===== src/rtl/core/bpc_pkg.sv =====
// ----------------------------------------------------------------------------
// bpc_pkg
// Shared types and constants for the button press classifier: transaction
// structs, configuration register indexes, reset values and event codes.
// ----------------------------------------------------------------------------
`default_nettype none

package bpc_pkg;

    localparam int TIME_BITS_DEFAULT = 32;
    localparam int CFG_BITS          = 16;
    localparam int CFG_INDEX_BITS    = 2;

    localparam logic [CFG_BITS-1:0] DEBOUNCE_RESET      = 16'd50;
    localparam logic [CFG_BITS-1:0] LONG_PRESS_RESET    = 16'd500;
    localparam logic [CFG_BITS-1:0] DOUBLE_WINDOW_RESET = 16'd300;

    typedef enum logic [CFG_INDEX_BITS-1:0] {
        CFG_DEBOUNCE      = 2'd0,
        CFG_LONG_PRESS    = 2'd1,
        CFG_DOUBLE_WINDOW = 2'd2
    } cfg_index_t;

    localparam logic [1:0] EV_NONE   = 2'd0;
    localparam logic [1:0] EV_SHORT  = 2'd1;
    localparam logic [1:0] EV_LONG   = 2'd2;
    localparam logic [1:0] EV_DOUBLE = 2'd3;

    localparam logic FUNC_EDGE = 1'b0;
    localparam logic FUNC_POLL = 1'b1;

    typedef struct packed {
        logic        func;
        logic [31:0] time_ms;
    } in_item_t;

    typedef struct packed {
        logic [1:0] press_event;
        logic       button_held;
    } out_item_t;

    typedef struct packed {
        logic [CFG_BITS-1:0] debounce_ms;
        logic [CFG_BITS-1:0] long_press_ms;
        logic [CFG_BITS-1:0] double_window_ms;
    } cfg_t;

    typedef struct packed {
        logic button_down;
        logic release_seen;
        logic press_handled;
        logic awaiting_second;
    } flags_t;

endpackage

`default_nettype wire


===== src/rtl/core/button_press_classifier.sv =====
// ----------------------------------------------------------------------------
// button_press_classifier
// path: an input transaction passes the input register, then the result register
// throughput: one transaction per cycle while out_stall is low, set by the input and result registers
// reset: async active low; config returns to 50/500/300 ms, button released,
// no press pending, all timestamps zero, both pipeline registers empty
// ----------------------------------------------------------------------------
`default_nettype none

module button_press_classifier #(
    parameter int TIME_BITS = bpc_pkg::TIME_BITS_DEFAULT
) (
    input  wire                                  clk,
    input  wire                                  rst_n,
    input  wire                                  cfg_write,
    input  wire  [bpc_pkg::CFG_INDEX_BITS-1:0]   cfg_index,
    input  wire  [bpc_pkg::CFG_BITS-1:0]         cfg_data,
    input  wire                                  in_valid,
    output logic                                 in_stall,
    input  var bpc_pkg::in_item_t                in_item,
    output logic                                 out_valid,
    input  wire                                  out_stall,
    output bpc_pkg::out_item_t                   out_item
);

    bpc_pkg::cfg_t        cfg_reg;
    bpc_pkg::in_item_t    in_item_reg;
    logic                 in_valid_reg;
    logic                 in_valid_next;
    bpc_pkg::out_item_t   out_item_reg;
    logic                 out_valid_reg;
    logic                 out_valid_next;
    bpc_pkg::flags_t      flags_reg;
    bpc_pkg::flags_t      flags_next;
    logic [TIME_BITS-1:0] last_edge_time_reg;
    logic [TIME_BITS-1:0] last_edge_time_next;
    logic [TIME_BITS-1:0] press_time_reg;
    logic [TIME_BITS-1:0] press_time_next;
    logic [TIME_BITS-1:0] first_click_time_reg;
    logic [TIME_BITS-1:0] first_click_time_next;
    bpc_pkg::out_item_t   result;
    logic                 advance;
    logic                 take_in;

    // config registers
    always_ff @(posedge clk or negedge rst_n)
    begin
        if (!rst_n)
        begin
            cfg_reg.debounce_ms      <= bpc_pkg::DEBOUNCE_RESET;
            cfg_reg.long_press_ms    <= bpc_pkg::LONG_PRESS_RESET;
            cfg_reg.double_window_ms <= bpc_pkg::DOUBLE_WINDOW_RESET;
        end
        else if (cfg_write)
        begin
            case (cfg_index)
                bpc_pkg::CFG_DEBOUNCE:      cfg_reg.debounce_ms      <= cfg_data;
                bpc_pkg::CFG_LONG_PRESS:    cfg_reg.long_press_ms    <= cfg_data;
                bpc_pkg::CFG_DOUBLE_WINDOW: cfg_reg.double_window_ms <= cfg_data;
                default:                    ;
            endcase
        end
    end

    // pipeline handshake
    assign advance  = in_valid_reg && (!out_valid_reg || !out_stall);
    assign in_stall = in_valid_reg && !advance;
    assign take_in  = in_valid && !in_stall;

    always_comb
    begin
        in_valid_next  = take_in || (in_valid_reg && !advance);
        out_valid_next = advance || (out_valid_reg && out_stall);
    end

    always_ff @(posedge clk or negedge rst_n)
    begin
        if (!rst_n)
        begin
            in_valid_reg  <= 1'b0;
            out_valid_reg <= 1'b0;
        end
        else
        begin
            in_valid_reg  <= in_valid_next;
            out_valid_reg <= out_valid_next;
        end
    end

    always_ff @(posedge clk)
    begin
        if (take_in)
        begin
            in_item_reg <= in_item;
        end
        if (advance)
        begin
            out_item_reg <= result;
        end
    end

    bpc_classify #(
        .TIME_BITS (TIME_BITS)
    ) u_classify (
        .cfg                   (cfg_reg),
        .item                  (in_item_reg),
        .flags                 (flags_reg),
        .last_edge_time        (last_edge_time_reg),
        .press_time            (press_time_reg),
        .first_click_time      (first_click_time_reg),
        .flags_next            (flags_next),
        .last_edge_time_next   (last_edge_time_next),
        .press_time_next       (press_time_next),
        .first_click_time_next (first_click_time_next),
        .result                (result)
    );

    // tracking state, updated as each transaction leaves the input register
    always_ff @(posedge clk or negedge rst_n)
    begin
        if (!rst_n)
        begin
            flags_reg.button_down     <= 1'b0;
            flags_reg.release_seen    <= 1'b0;
            flags_reg.press_handled   <= 1'b1;
            flags_reg.awaiting_second <= 1'b0;
            last_edge_time_reg        <= '0;
            press_time_reg            <= '0;
            first_click_time_reg      <= '0;
        end
        else if (advance)
        begin
            flags_reg            <= flags_next;
            last_edge_time_reg   <= last_edge_time_next;
            press_time_reg       <= press_time_next;
            first_click_time_reg <= first_click_time_next;
        end
    end

    assign out_valid = out_valid_reg;
    assign out_item  = out_item_reg;

endmodule

`default_nettype wire


===== src/rtl/core/bpc_classify.sv =====
// ----------------------------------------------------------------------------
// bpc_classify
// Single-pass classification logic: debounces button edges, classifies polls
// as short, long or double press and computes the next tracking state.
// ----------------------------------------------------------------------------
`default_nettype none

module bpc_classify #(
    parameter int TIME_BITS = bpc_pkg::TIME_BITS_DEFAULT
) (
    input  var bpc_pkg::cfg_t      cfg,
    input  var bpc_pkg::in_item_t  item,
    input  var bpc_pkg::flags_t    flags,
    input  wire  [TIME_BITS-1:0]   last_edge_time,
    input  wire  [TIME_BITS-1:0]   press_time,
    input  wire  [TIME_BITS-1:0]   first_click_time,
    output bpc_pkg::flags_t        flags_next,
    output logic [TIME_BITS-1:0]   last_edge_time_next,
    output logic [TIME_BITS-1:0]   press_time_next,
    output logic [TIME_BITS-1:0]   first_click_time_next,
    output bpc_pkg::out_item_t     result
);

    logic [TIME_BITS-1:0] t;
    logic [TIME_BITS-1:0] edge_gap;
    logic [TIME_BITS-1:0] held;
    logic [TIME_BITS-1:0] click_gap;
    logic                 edge_ok;
    logic                 long_hit;
    logic                 in_window;
    logic [1:0]           ev;

    assign t         = item.time_ms[TIME_BITS-1:0];
    assign edge_gap  = t - last_edge_time;
    assign held      = t - press_time;
    assign click_gap = t - first_click_time;
    assign edge_ok   = edge_gap >= TIME_BITS'(cfg.debounce_ms);
    assign long_hit  = held >= TIME_BITS'(cfg.long_press_ms);
    assign in_window = click_gap <= TIME_BITS'(cfg.double_window_ms);

    always_comb
    begin
        flags_next            = flags;
        last_edge_time_next   = last_edge_time;
        press_time_next       = press_time;
        first_click_time_next = first_click_time;
        ev                    = bpc_pkg::EV_NONE;

        if (item.func == bpc_pkg::FUNC_EDGE)
        begin
            if (edge_ok)
            begin
                last_edge_time_next = t;
                if (!flags.button_down)
                begin
                    press_time_next          = t;
                    flags_next.button_down   = 1'b1;
                    flags_next.release_seen  = 1'b0;
                    flags_next.press_handled = 1'b0;
                end
                else
                begin
                    flags_next.button_down  = 1'b0;
                    flags_next.release_seen = 1'b1;
                end
            end
        end
        else
        begin
            if (!flags.press_handled)
            begin
                if (flags.button_down && long_hit)
                begin
                    ev                       = bpc_pkg::EV_LONG;
                    flags_next.press_handled = 1'b1;
                end
                if (flags.release_seen)
                begin
                    if (!long_hit)
                    begin
                        if (flags.awaiting_second && in_window)
                        begin
                            ev                         = bpc_pkg::EV_DOUBLE;
                            flags_next.awaiting_second = 1'b0;
                            flags_next.press_handled   = 1'b1;
                        end
                        else if (!flags.awaiting_second)
                        begin
                            flags_next.awaiting_second = 1'b1;
                            first_click_time_next      = t;
                            flags_next.press_handled   = 1'b1;
                        end
                    end
                    else
                    begin
                        ev                       = bpc_pkg::EV_LONG;
                        flags_next.press_handled = 1'b1;
                    end
                end
            end
            // window ran out on an earlier first click
            if (flags.awaiting_second && !in_window)
            begin
                ev                         = bpc_pkg::EV_SHORT;
                flags_next.press_handled   = 1'b1;
                flags_next.awaiting_second = 1'b0;
            end
        end
    end

    assign result.press_event = ev;
    assign result.button_held = flags_next.button_down;

endmodule

`default_nettype wire


===== config.mk =====
export PLATFORM = sky130hd
export DESIGN_NAME = button_press_classifier
export DESIGN_NICKNAME = d
export VERILOG_FILES = /design/src/rtl/core/bpc_pkg.sv /design/src/rtl/core/button_press_classifier.sv /design/src/rtl/core/bpc_classify.sv
export SDC_FILE = /design/constraint.sdc
export NUM_CORES = 1
export LEC_CHECK = 0
export BUFFER_PORTS_ARGS = -buffer_cell sky130_fd_sc_hd__buf_2
export CELL_PAD_IN_SITES_DETAIL_PLACEMENT = 0
export CELL_PAD_IN_SITES_GLOBAL_PLACEMENT = 1
export CORE_MARGIN = 4
export CORE_UTILIZATION = 30
export CTS_CLUSTER_DIAMETER = 40
export CTS_CLUSTER_SIZE = 25
export DETAILED_ROUTE_END_ITERATION = 16
export PLACE_DENSITY = 0.51
export SETUP_SLACK_MARGIN = 0.5
export SYNTH_ARGS = -nofsm -noshare
export SYNTH_HDL_FRONTEND = slang
export SYNTH_SLANG_ARGS = --single-unit

===== constraint.sdc =====
create_clock -name clk -period 12.8 [get_ports clk]
set_input_delay 2.56 -clock clk [delete_from_list [all_inputs] [get_ports clk]]
set_output_delay 2.56 -clock clk [all_outputs]
set_load 0.01 [all_outputs]

==> impl_metrics.ini, run 1 <==
[global_route]
largest_net_degree_at_the_start_of_global_routing = 59
vias_in_the_first_global_route = 10800
grt_first_pass_wirelength_um = 62600
antenna_found_initial = 2
overflow = 0
gr-usage-all-layers_pct = 16.1

[clock_tree]
cts.repair.resized = 0
clock_sink_count = 186
cts_setup_buffers = 0
tritoncts = done
clk_pin_slew_worst_paths_ps = 80
tritoncts.num_buffers = 17
cts_hold_buffers = 0
cts_max_path_buffers = 2
clock-root-buffer = clkbuf_16
cts-htree-levels = 4
worstSkewPairLatency_ps = 470

[yosys]
edff_count_synth = 36
synth-compound-area-share_pct = 17.3
yosys_register_bits = 186
synthDominantAreaCellType = dfrtp_1
synth-main-ff-cell = dfrtp_1
synthMuxAreaShare_pct = 11.3
synth_cell_types = 82
synth_nets = 1652
synth_top_family_by_area = compound AO/OA/AOI/OAI gates
async_reset_ff_share_pct = 80.6
netlist_area_um2 = 13900
post_synth.cell_area_avg_um2 = 9.54
seq_area_frac_synth_pct = 35.0
synth_largest_type_area_fraction_pct = 24.6
post_synthesis_simple_gate_area_fraction_pct = 12.2
yosys_warnings = 0
yosys.cell_count.top_type = inv_1
cell_count_after_synthesis = 1452
synth.top_cells.by_area = dfrtp_1 (25%), ha_1 (13%), edfxtp_1 (7.8%)
synth_commonest_cells = inv_1 (173), ha_1 (141), dfrtp_1 (136), nand2_1 (104), a21oi_1 (100)
post_synth_xor_area_fraction_pct = 4.68
synth-adder-area-share_pct = 13.2

[drt]
drt_iter0_drc = 449
wirelength_um = 39600
post_drt_wl_per_cell_um = 18.8
detail_route.first_pass.iterations = 5
detail_route.vias_per_cell = 5.06
remaining_drcs = 0
ant_nets = 0
num_vias = 10700

[finish]
fillers = 4849
drive_above_1_share_pct = 15.1
areaGrowthSynthToFinish_pct = 10.7
finalNetCount = 1694
largest_register_ff_count = 48
insertedDiodeCount = 0
final_cells = 2107

[critical_path]
critPathKind = register to register
timing.critical_path.from_type = register
critical_path_peak_fanout = 32
endpoint_type_of_the_worst_setup_path = register
crit_arrival_ps = 6310
reg2regPathDepth = 20
critPathRequiredTime_ps = 13150

[floorplanning]
fp.dieH_um = 223
placementRows = 78
fp.coreArea_um2 = 45500
design.portCount = 61
floorplan.die_area_um2 = 49700
die_extent_in_x_um = 223
initial_util_pct = 30.5

[power]
final_total_power_mw = 2.68
power.ir.vdd_worst_uv = 101
leakagePower_nw = 6.84
power.density_nw_per_um2 = 175

[hold_path]
timing.hold.worst_path_depth = 1
hold_path.class = register to register

[placement]
half_perimeter_wire_length_after_placement_um = 31800
number_of_instances_in_the_placed_design = 2075
gp_routability_congestion = 0.861
io_buffers = 60

[timing]
max_clock_freq_ghz = 0.168
final.period_utilization_pct = 46.6
worst_max_slew_pin_slew_ps = 978
final.min_clock_period_ps = 5960
unrepaired_setup_endpoints_after_global_routing = false
fin_hold_ws_ps = 487
setup-violations-final = 0
finalHoldViolCount = 0
slew_viol_final = 0
fin_tns_setup_ps = 0
maxSlewHeadroom_pct = 33.1
clock-skew-final_ps = 13.4

[flow_run]
number_of_maximum_capacitance_constraint_violations = 0

[status]
result_of_the_run = finished, final reports clean
[per-stage QoR]
| stage | setup slack, ps | cell area (um^2) | utilization (%) |
|---|---|---|---|
| 6_report | 6840 | 15300 | 33.7 |
| 5_1_grt | 6330 | 15300 | 33.7 |
| 4_1_cts | 6770 | 15300 | 33.7 |
| 3_5_place_dp | 6820 | 14800 | 32.5 |
| 3_3_place_gp | 6940 | 14800 | 32.5 |
| 2_1_floorplan | 7500 | 13900 | - |
[critical path, cell delays in order (launching register included)]
cell and delay [ps]:
edfxtp_1 510, inv_1 210, fa_1 540, nand2b_1 200, a21oi_1 290, nor3_1 120
o21ai_0 280, a31oi_1 140, xnor2_1 140, ha_1 290, a21oi_1 150, o22ai_1 80
a2111oi_0 320, nor3_1 190, or4_1 530, nor3_1 210, nand3_1 120, or4_4 500
nor4_4 150, buf_4 420, mux2_2 390
[placed cells by master (no fill, tap or decap), types with 7 or more instances in the layout]
master	instances
nor4_1	10
a211oi_1	18
nand2_1	104
ha_1	141
edfxtp_1	36
mux2_1	34
o21a_1	13
o22ai_1	8
xnor2_1	46
xor2_1	28
and3_1	10
buf_2	59
nor3_1	17
dfrtp_1	136
o21ai_0	63
dfstp_2	14
a21o_1	39
mux2i_1	14
a21oi_1	100
mux2_2	93
and2_1	9
nand2b_1	13
nor2b_1	14
inv_1	173
nand3b_1	7
buf_4	8
nand3_1	23
nand4_1	27
nor2_1	64
clkbuf_16	17
a31oi_1	17
o211ai_1	14
o21bai_1	12
[cells by family after synthesis]
| group | Yosys count |
|---|---|
| and+or+nand+nor | 330 |
| buffers and inverters | 218 |
| muxes | 141 |
| DFF | 186 |
| xor gates and xnor gates | 74 |
| adders and majority gates | 144 |
| AOI/OAI and AO/OA | 359 |
[path summary, 6_finish.rpt]
| kind | from | to | slack [ps] |
|---|---|---|---|
| hold reg to reg | first_click_time_reg[21] | first_click_time_reg[21] | 490 |
| min in group asynchronous | rst_n | cfg_reg[41] | 2010 |
| max in group asynchronous | rst_n | press_time_reg[24] | 9610 |
| hold / removal | first_click_time_reg[21] | first_click_time_reg[21] | 490 |
| setup / recovery | in_item_reg[1] | first_click_time_reg[3] | 6840 |
| setup reg to reg | in_item_reg[1] | first_click_time_reg[3] | 6840 |
[report_power, final]
part           internal [mW]  switching (mW)  total, mW  leakage (nW)
clock network          0.262           0.278      0.540         0.284
logic                  0.573           0.764       1.34          4.39
registers              0.728          0.0768      0.805          2.17
total                   1.56            1.12       2.68          6.84
[layer usage]
layer / track usage [%] / part of all wire (%) / up-vias
li1: - / - / 5333
met1: 23.3 / 51 / 5184
met2: 26.0 / 46 / 126
met3: 1.82 / 1.8 / 27
met4: 3.68 / 1.3 / 0
met5: 0 / 0 / -
[cell type report]
class                      count  area, um^2  share of cell area, %
inverter                     173         649                   4.23
timing repair buffer          68         367                   2.39
clock buffer                  18         429                   2.80
sequential                   186        4850                   31.6
multi-input combinational   1048        8150                   53.1
clock inverter                14         145                  0.946
tap                          600         751                   4.89
(Power assumes the default switching activity.)
==> run 2, diff against run 1 <==
clock period = 6.1 ns   (was 12.8 ns; I/O delays follow)
==> run 2 against run 1 <==
Against the previous run: die area unchanged; setup slack worse by 6200 ps; wire length up 0.95%; cell count up 1.3%; clock-buffer cell count up 1; first-iteration DRC count up 14%; global-route usage about the same; clock skew down 0.96 ps; core utilization up 1.1 points; power up 120%; non-clock buffer count up 27; critical path type unchanged; critical endpoint is now first_click_time_reg[24]; largest power group unchanged; highest routed layer unchanged.
==> impl_metrics.ini, run 2 (same netlist as run 1, synthesis figures left out) <==
[status]
result_of_the_run = finished, final reports clean

[power]
combinationalPowerShare_pct = 50.5
power.ir.vdd_worst_uv = 178
switching_share_pct = 41.3
share_clk_of_total_power_pct = 20.8
power.switching_mw = 2.42
final_total_power_mw = 5.87
leakagePower_nw = 7.04
internal_power_mw = 3.45
power.density_nw_per_um2 = 371
power.sequential.fraction_pct = 28.7

[critical_path]
critPathRequiredTime_ps = 6480
timing.critical_path.from = in_item_reg[1]
cp-endpoint = first_click_time_reg[24]
critPathKind = register to register
reg2regPathDepth = 24
slowest_delay_ps = 560
endpoint_type_of_the_worst_setup_path = register
critical-path-slowest-cell = or4_4
critical_path_peak_fanout = 9
crit_path_cell_trace = buf_6, ha_1, nor2b_2, o2111ai_2, nand2_1, a21o_1, a21o_1, a21oi_2, o21bai_1, xor2_1, ha_2, a21oi_2, o22ai_1, a2111oi_2, nor3_2, or4_4, nor3_4, nand3_2, or4_4, nor4_4, buf_6, clkbuf_16, buf_8, mux2_2
timing.critical_path.from_type = register
timing.rr.start = in_item_reg[1]
reg2reg_slack_ps = 660
rr_endpoint = first_click_time_reg[24]
crit_arrival_ps = 5820

[global_route]
largest_net_degree_at_the_start_of_global_routing = 69
overflow = 0
grt_first_pass_wirelength_um = 62000
gr-usage-all-layers_pct = 16.1
antenna_found_initial = 1
vias_in_the_first_global_route = 10700

[timing]
clock-skew-final_ps = 12.4
slew_viol_final = 0
worst_max_slew_pin_slew_ps = 919
finalHoldViolCount = 0
final.period_utilization_pct = 89.3
setup-violations-final = 0
final.min_clock_period_ps = 5440
maxSlewHeadroom_pct = 37.2
fin_tns_setup_ps = 0
unrepaired_setup_endpoints_after_global_routing = true
max_clock_freq_ghz = 0.184

[flow_run]
number_of_maximum_capacitance_constraint_violations = 0

[floorplanning]
fp.dieH_um = 223
design.portCount = 61
floorplan.die_area_um2 = 49700
fp.coreArea_um2 = 45500
initial_util_pct = 30.5
placementRows = 78
die_extent_in_x_um = 223

[finish]
areaGrowthSynthToFinish_pct = 14.2
finalNetCount = 1721
layout.cells.most_common = inv_1
largest_register_ff_count = 48
fillers = 4718
insertedDiodeCount = 0
most-common-layout-cells = inv_1 (172), ha_1 (136), dfrtp_1 (136)
final_cells = 2134
finish.utilization_pct = 34.8
drive_above_1_share_pct = 18.5

[clock_tree]
clock-root-buffer = clkbuf_16
tritoncts.num_buffers = 17
clock_sink_count = 186
worstSkewPairLatency_ps = 490
cts-htree-levels = 4
cts_max_path_buffers = 2
tritoncts = done
clk_pin_slew_worst_paths_ps = 80

[drt]
post_drt_wl_per_cell_um = 18.7
detail_route.vias_per_cell = 5.03
num_vias = 10700
remaining_drcs = 0
detail_route.first_pass.iterations = 5
drt_iter0_drc = 511
ant_nets = 0
wirelength_um = 40000

[placement]
number_of_instances_in_the_placed_design = 2077
half_perimeter_wire_length_after_placement_um = 31300
gp_routability_congestion = 0.804
io_buffers = 60

[hold_path]
hold_path.class = register to register
==> run 2: cell types whose count changed in the layout (fill, tap and decap cells not counted), moves of 4 or more <==
cell | before | now
buf_4 | 8 | 28
a21oi_1 | 100 | 95
ha_1 | 141 | 136
ha_2 | 0 | 5
a21oi_2 | 1 | 5
==> run 2: routing by layer <==
| metal | track usage [%] | wire length (um) |
|---|---|---|
| met1 | 23.4 | 20500 |
| met2 | 25.1 | 18200 |
| met3 | 2.47 | 756 |
| met4 | 3.92 | 506 |
| met5 | 0 | 0 |
==> run 2: timing repair <==
item                       4_1_cts  5_1_grt
cloned                           0        2
setup buffers                    2       21
setup endpoints to repair       56       98
hold buffers                     0        0
gates resized for setup          5       38
pin swaps                        0       20
==> run 2: worst max-delay path: cells and delay by family, from the launching register on <==
family | cells | cell delay (ps)
AOI/OAI and AO/OA | 8 | 1480
xor gates and xnor gates | 1 | 150
adders and majority gates | 2 | 470
buffers and inverters | 4 | 590
DFF | 1 | 400
muxes | 1 | 330
and+or+nand+nor | 8 | 1920
==> run 2: final cells by class <==
class	count	area [um^2]	area share, %
Clock buffer	19	454	2.87
Clock inverter	13	175	1.11
Inverter	173	649	4.10
Multi-Input combinational cell	1048	8310	52.5
Sequential cell	186	4850	30.6
Tap cell	600	751	4.74
Timing Repair Buffer	95	636	4.01
==> run 2: power by group through the flow <==
stage | Clock (mW) | Sequential (mW) | Combinational (mW)
2_1_floorplan | 0 | 1.65 | 2.16
3_3_place_gp | 0 | 1.71 | 2.83
3_5_place_dp | 0 | 1.71 | 2.82
4_1_cts | 1.26 | 1.69 | 2.85
5_1_grt | 1.31 | 1.72 | 3.38
6_report | 1.22 | 1.68 | 2.97
==> run 2: worst min-delay path by stage <==
stage	startpoint	endpoint	slack, ps	depth (start not counted)
after floorplan	in_valid_reg	out_valid	460	1
after global placement	first_click_time_reg[21]	first_click_time_reg[21]	470	1
after detailed placement	in_valid_reg	out_valid	470	1
after CTS	in_valid_reg	out_valid	490	1
after global routing	first_click_time_reg[19]	first_click_time_reg[19]	510	1
final	first_click_time_reg[17]	first_click_time_reg[17]	490	1
==> run 2: metrics by stage <==
| step | hold slack (ps) | setup WS [ps] | instance area [um^2] |
|---|---|---|---|
| 4_1_cts | 491 | 493 | 15500 |
| 3_3_place_gp | 467 | 263 | 14800 |
| 2_1_floorplan | 457 | 1040 | 13900 |
| 3_5_place_dp | 474 | 307 | 14800 |
| 5_1_grt | 510 | 419 | 15800 |
| 6_report | 489 | 656 | 15800 |
==> run 3, diff against run 2 <==
ABC_AREA = 0   (was unset)
RECOVER_POWER = 50   (was unset)
==> run 3 against run 2 <==
Against the previous run: the flow now finishes with violations (capacitance limit, slew limit); cell area fell by 0.21%; cell count did not move; clock power barely moved.
==> impl_metrics.ini, run 3 (same netlist as run 1, synthesis figures left out) <==
[global_route]
largest_net_degree_at_the_start_of_global_routing = 69
grt_first_pass_wirelength_um = 62000
antenna_found_initial = 1
overflow = 0
vias_in_the_first_global_route = 10700
gr-usage-all-layers_pct = 16.1

[timing]
maxSlewHeadroom_pct = -161
final.min_clock_period_ps = 5440
unrepaired_setup_endpoints_after_global_routing = true
clock-skew-final_ps = 11.7
final_critical_path_setup_slack_ps = 660
final.period_utilization_pct = 89.2
fin_tns_setup_ps = 0
worst_max_slew_pin_slew_ps = 3910
slew_viol_final = 103
finalHoldViolCount = 0
setup-violations-final = 0
max_clock_freq_ghz = 0.184

[drt]
drt_iter0_drc = 534
post_drt_wl_per_cell_um = 18.7
maxUsedRoutingLayer = met4
detail_route.vias_per_cell = 5.01
num_vias = 10700
wire_length_on_met3_um = 627
wirelength_um = 39900
m1WireLength_um = 20700
detail_route.first_pass.iterations = 5
ant_nets = 0
routed_length_on_met2_um = 18000
remaining_drcs = 0

[clock_tree]
tritoncts = done
clock_sink_count = 186
cts-htree-levels = 4
clk_pin_slew_worst_paths_ps = 80
tritoncts.num_buffers = 17
cts_max_path_buffers = 2
clock-root-buffer = clkbuf_16
worstSkewPairLatency_ps = 490

[power]
combinationalPowerShare_pct = 50.5
internal_power_mw = 3.45
power.sequential.fraction_pct = 28.7
power.ir.vdd_worst_uv = 177
leakagePower_nw = 7.00
switching_share_pct = 41.2
power.switching_mw = 2.42
power.density_nw_per_um2 = 372
final_total_power_mw = 5.87
share_clk_of_total_power_pct = 20.8

[critical_path]
rr_endpoint = first_click_time_reg[24]
crit_arrival_ps = 5820
timing.critical_path.from = in_item_reg[1]
timing.critical_path.from_type = register
count_of_buffering_cells_on_the_critical_path_with_inverters_included = 4
critical-path-slowest-cell = or4_4
critPathRequiredTime_ps = 6480
critPathKind = register to register
crit_path_cell_trace = buf_6, ha_1, nor2b_2, o2111ai_2, nand2_1, a21o_1, a21o_1, a21oi_2, o21bai_1, xor2_1, ha_2, a21oi_2, o22ai_1, a2111oi_2, nor3_2, or4_4, nor3_4, nand3_2, or4_4, nor4_4, buf_6, clkbuf_16, buf_8, mux2_2
reg2regPathDepth = 24
cell_family_contributing_the_most_delay_on_the_critical_path = simple AND/OR/NAND/NOR gates
critical_path_peak_fanout = 9
reg2reg_slack_ps = 660
timing.rr.start = in_item_reg[1]
slowest_delay_ps = 560
endpoint_type_of_the_worst_setup_path = register
cp-endpoint = first_click_time_reg[24]
worst-path-stages = 24

[floorplanning]
fp.dieH_um = 223
design.portCount = 61
floorplan.die_area_um2 = 49700
initial_util_pct = 30.5
die_extent_in_x_um = 223
placementRows = 78
fp.coreArea_um2 = 45500

[hold_path]
hold_path.startpoint = first_click_time_reg[17]
hold_path.class = register to register

[status]
failed_checks = capacitance limit, slew limit
result_of_the_run = finished with violations

[placement]
half_perimeter_wire_length_after_placement_um = 31300
io_buffers = 60
gp_routability_congestion = 0.804
placement_setup_slack_ps = 307

[finish]
layout.cells.most_common = inv_1
areaGrowthSynthToFinish_pct = 14.0
finish.utilization_pct = 34.7
most-common-layout-cells = inv_1 (172), ha_1 (136), dfrtp_1 (136)
largest_register_ff_count = 48
finalNetCount = 1721
insertedDiodeCount = 0
drive_above_1_share_pct = 17.7

[flow_run]
number_of_maximum_capacitance_constraint_violations = 2
-- run 3: cell count changes in the layout (fill, tap and decap cells not counted), sizes merged --
cell / before / now
clkbuf: 21 / 33
buf: 93 / 81
-- run 3: power by group through the flow --
stage                     Sequential (mW)  Combinational, mW  Clock, mW
final                                1.69               2.96       1.22
after global routing                 1.72               3.37       1.31
after CTS                            1.69               2.85       1.26
after detailed placement             1.71               2.82          0
after global placement               1.71               2.83          0
after floorplan                      1.65               2.16          0
-- run 3: final cells by class --
| type | instances | area [um^2] |
|---|---|---|
| Timing Repair Buffer | 95 | 608 |
| Inverter | 173 | 649 |
| Fill cell | 4727 | 29700 |
| Tap cell | 600 | 751 |
| Sequential cell | 186 | 4850 |
| Clock buffer | 19 | 454 |
| Clock inverter | 13 | 175 |
| Multi-Input combinational cell | 1048 | 8310 |
-- run 3: worst register-to-register path, delay by kind of cell (launching register included) --
kind	cells	cell delay (ps)
fa+ha+maj	2	470
flops	1	400
compound gates	8	1480
buf+inv	4	590
simple gates	8	1920
mux	1	330
xor+xnor	1	150
-- run 3: routing by layer --
metal / vias to the layer above / global-route usage (%)
li1: 5398 / -
met5: - / 0
met3: 23 / 2.47
met2: 77 / 25.1
met1: 5200 / 23.4
met4: 0 / 3.92
-- run 3: through the flow --
stage          hold slack (ps)  cell area [um^2]  cells
6_report                   489             15800   2134
4_1_cts                    491             15500   2111
2_1_floorplan              457             13900   1452
5_1_grt                    510             15800   2134
3_3_place_gp               467             14800   2077
3_5_place_dp               474             14800   2077
-- run 3: how the worst min path moves through the flow --
stage                                          end  slack [ps]  cells past startpoint
after global routing      first_click_time_reg[19]         510                      1
after CTS                                out_valid         490                      1
after detailed placement                 out_valid         470                      1
after global placement    first_click_time_reg[21]         470                      1
final                     first_click_time_reg[17]         490                      1
after floorplan                          out_valid         460                      1
-- run 3: what timing repair did --
item	in CTS	in global routing
cloned	0	2
gates resized for setup	5	38
setup buffers	2	21
setup endpoints to repair	56	98
hold buffers	0	0
hold endpoints to repair	0	0
pin swaps	0	20
